### src/hw/rtl/brsbi_ram.sv
// Generic single-write, single-read RAM with registered read data.
module brsbi_ram #(
    parameter int WIDTH = 8,
    parameter int DEPTH = 256
) (
    input  logic                     clk,
    input  logic                     we,
    input  logic [$clog2(DEPTH)-1:0] waddr,
    input  logic [WIDTH-1:0]         wdata,
    input  logic                     re,
    input  logic [$clog2(DEPTH)-1:0] raddr,
    output logic [WIDTH-1:0]         rdata
);

    logic [WIDTH-1:0] mem [DEPTH];

    always_ff @(posedge clk)
    begin
        if (we)
        begin
            mem[waddr] <= wdata;
        end
        if (re)
        begin
            rdata <= mem[raddr];
        end
    end

endmodule

### config.mk
export PLATFORM = sky130hd
export DESIGN_NAME = brsbi_ram
export DESIGN_NICKNAME = d
export VERILOG_FILES = /design/src/hw/rtl/brsbi_ram.sv
export SDC_FILE = /design/constraint.sdc
export NUM_CORES = 2
export LEC_CHECK = 0
export BUFFER_PORTS_ARGS = -buffer_cell sky130_fd_sc_hd__clkbuf_2
export CAP_MARGIN = 10
export CORE_UTILIZATION = 25
export CTS_CLUSTER_SIZE = 12
export DETAILED_ROUTE_END_ITERATION = 8
export GPL_TIMING_DRIVEN = 0
export PLACE_DENSITY = 0.34
export SKIP_CTS_REPAIR_TIMING = 1
export SLEW_MARGIN = 20
export SYNTH_ARGS = -nofsm -noshare
export SYNTH_HDL_FRONTEND = slang
export SYNTH_SLANG_ARGS = --single-unit
### constraint.sdc
create_clock -name clk -period 6.3 [get_ports clk]
set_input_delay 0.945 -clock clk [delete_from_list [all_inputs] [get_ports clk]]
set_output_delay 0.945 -clock clk [all_outputs]
set_load 0.1 [all_outputs]
==> reports/metrics.csv <==
stage;metric;value;unit
run_status;status;complete, no violations;
routing;drt-total-wl;307.8;mm
pwr;p_total;30.25;mW
sta;max_freq;0.1903;GHz
global_route;antenna_found_initial;42;
global_route;grt_max_degree;108;
pwr;irDropWorstVdd;0.0002379;V
global_route;overflow;0;
sta;rsz0062_at_grt;no;
floorplanning;io_pins;35;
place;place_ws;0.1767;ns
logic_synthesis;synth_cells;3733;
floorplanning;die_height;566.4;um
sta;hold_violations;0;
global_route;first_global_vias;41089;
logic_synthesis;synth_edf_count;2056;
finish;final_core_util;29.75;%
finish;final_cell_count_no_fill;8418;
pwr;p_leak;28.54;nW
clock_network;clockBufferDepth;4;
routing;drt-initial-drc-count;4373;
clock_network;clk_latency;0.91;ns
critical_path;path_class;primary input to flop;
place;placed_cells;7986;
floorplanning;initial_core_util;25.20;%
sta;tightestPinTransition;1.423;ns
sta;setup_tns;0;ns
logic_synthesis;yosysMostFrequentCell;edfxtp_1;
critical_path;rrSetupSlack;2.65;ns
logic_synthesis;ys_async_sr_fraction;0;%
sta;drv_slew;0;
sta;min_period;5.256;ns
routing;wl_per_cell;36.56;um
routing;drt-pass1-iter-count;6;
logic_synthesis;ys_warn_count;0;
global_route;grt_pass1_wl;403.7;mm
worst_hold_path;hold_class;primary input to flop;
place;place.port_buffers;27;
logic_synthesis;synth-seq-cells;2056;
critical_path;cp.required;6.87;ns
global_route;track_usage;18.89;%
clock_network;cts_tree;yes;
clock_network;clk_pin_slew;0.06;ns
sta;period_share;83.42;%
pwr;p_per_area;321.7;nW/um^2
floorplanning;die_w;566.4;um
finish;drive_above_1_share;25.27;%
logic_synthesis;syn_area;79640;um^2
logic_synthesis;yosys-top-cells-area;edfxtp_1 (78%), mux4_2 (13%), mux2i_1 (1.7%), nor2_1 (1.3%), a22oi_1 (1.3%);
critical_path;crit_fanout;11;
sta;fin_worst_skew;0.06303;ns
critical_path;start_kind;primary input;
logic_synthesis;ys_seq_area_share;77.53;%
finish;nets;4092;
critical_path;critical_path.endpoint_type;flop;
clock_network;ctsRootBufferMaster;clkbuf_16;
floorplanning;num_rows;206;
logic_synthesis;synth.avg_cell_area;21.33;um^2
routing;drc;0;
critical_path;cp.arrival;5.83;ns
critical_path;rr_worst_depth;6;
logic_synthesis;synth_top_area_share;77.53;%
finish;syn2layout_area_growth;18.06;%
logic_synthesis;yosys-top-cells-count;edfxtp_1 (2056), mux4_2 (454), nor2_1 (282), mux2i_1 (134), a22oi_1 (133);
place;dp_hpwl;215.7;mm
critical_path;endpoint;rdata[0]$_DFFE_PP_;
logic_synthesis;synthDistinctLibCells;54;
logic_synthesis;syn_nets;3760;
place;gp_congestion;0.8393;
floorplanning;fp.coreArea;316000;um^2
clock_network;cts_num_sinks;2056;
logic_synthesis;ys.flop_type;edfxtp_1;
routing;vias;40648;
critical_path;reg2reg_to;rdata[0]$_DFFE_PP_;
sta;relSlewSlack;4.272;%
job;maxCapViolations;0;
floorplanning;dieArea;320800;um^2
clock_network;numCtsBuffers;237;
critical_path;crit_start;raddr[2];
routing;viasPerCell;4.829;
logic_synthesis;yosys.area.top_type;edfxtp_1;
finish;nFillCells;30741;
routing;ant_nets;0;
critical_path;r2r_start;mem[61][0]$_DFFE_PP_;
clock_network;htree_num_levels;4;
sta;layout_setup_ws;1.044;ns
sta;setup_viol;0;
## how the worst min path moves through the flow
stage          slack, ns                  start                   end  cells past startpoint
2_1_floorplan       0.86   mem[40][3]$_DFFE_PP_    rdata[3]$_DFFE_PP_                      6
4_1_cts             0.43               wdata[2]  mem[74][2]$_DFFE_PP_                      1
3_5_place_dp        1.20  mem[247][6]$_DFFE_PP_    rdata[6]$_DFFE_PP_                      5
3_3_place_gp        1.21  mem[247][6]$_DFFE_PP_    rdata[6]$_DFFE_PP_                      5
5_1_grt             0.46               wdata[2]  mem[77][2]$_DFFE_PP_                      1
6_report            0.51               wdata[2]  mem[75][2]$_DFFE_PP_                      1
## sequential cells by signal (all words and copies together), names as in the netlist
register and flops:
mem 2048, rdata 8
## layout by cell type (no fill, tap or decap), types with 12 or more instances in the layout
cell       instances
nor2b_1           31
buf_12            22
mux2i_1          134
nor3_1            17
o221ai_1          46
nand2_1           33
a22oi_1          133
nor2_1           256
nand3_1           34
edfxtp_1        2056
clkinv_2          40
o22ai_1           28
clkbuf_16        240
nor4_1            15
a211oi_1          16
buf_2             50
a221oi_1          12
mux4_2           454
clkinv_1          66
a21oi_1           95
clkbuf_2          67
buf_16            39
buf_4             32
buf_8             13
buf_6             22
nor4_2            12
nor2_2            26
bufinv_16         13
clkbuf_1         115
## final cells by class
cell class,count,area (um^2),area share [%]
multi-input combinational,1442,16630,17.68
antenna,8,20.02,0.02129
buffer,233,1524,1.621
inverter,2,7.507,0.007985
clock inverter,132,1052,1.119
sequential,2056,61740,65.67
tap,4160,5205,5.536
clock buffer,292,6201,6.596
timing repair buffer,93,1643,1.747
## stage by stage
stage	hold WS, ns	instance area (um^2)
after floorplan	0.8642	79640
after global placement	1.209	84980
after detailed placement	1.203	86720
after CTS	0.4253	93980
after global routing	0.4649	94000
final	0.5085	94020
## report_power, final
part           leakage, nW  internal [mW]  switching, mW  total [mW]
Clock                 3.54           7.47           5.76        13.2
Sequential            18.5           15.1         0.0133        15.1
Combinational         6.52          0.547           1.37        1.92
## layer usage
| layer | wire [um] | global-route usage (%) | part of all wire, % |
|---|---|---|---|
| met5 | 0 | 0 | 0 |
| met4 | 6871 | 4.023 | 2.2 |
| met3 | 18250 | 3.109 | 5.9 |
| met2 | 148100 | 31.24 | 48 |
| met1 | 134600 | 26.02 | 44 |
## kinds of logic after synthesis
logic type             after synthesis  share of synthesized area, %
muxes                              591                         14.60
and+or+nand+nor                    466                         2.625
DFF                               2056                         77.53
buffers and inverters              235                         1.829
AOI/OAI and AO/OA                  385                         3.416
## critical path: stages
cell and delay, ns:
clkbuf_2 0.19, buf_2 0.44, clkbuf_1 0.89, nand3b_1 1.08, o22ai_1 0.38, o21ai_0 0.33, nand3_1 0.39, nor4_1 0.25
nor4_2 0.85
Power figures use the tool's default switching activity.
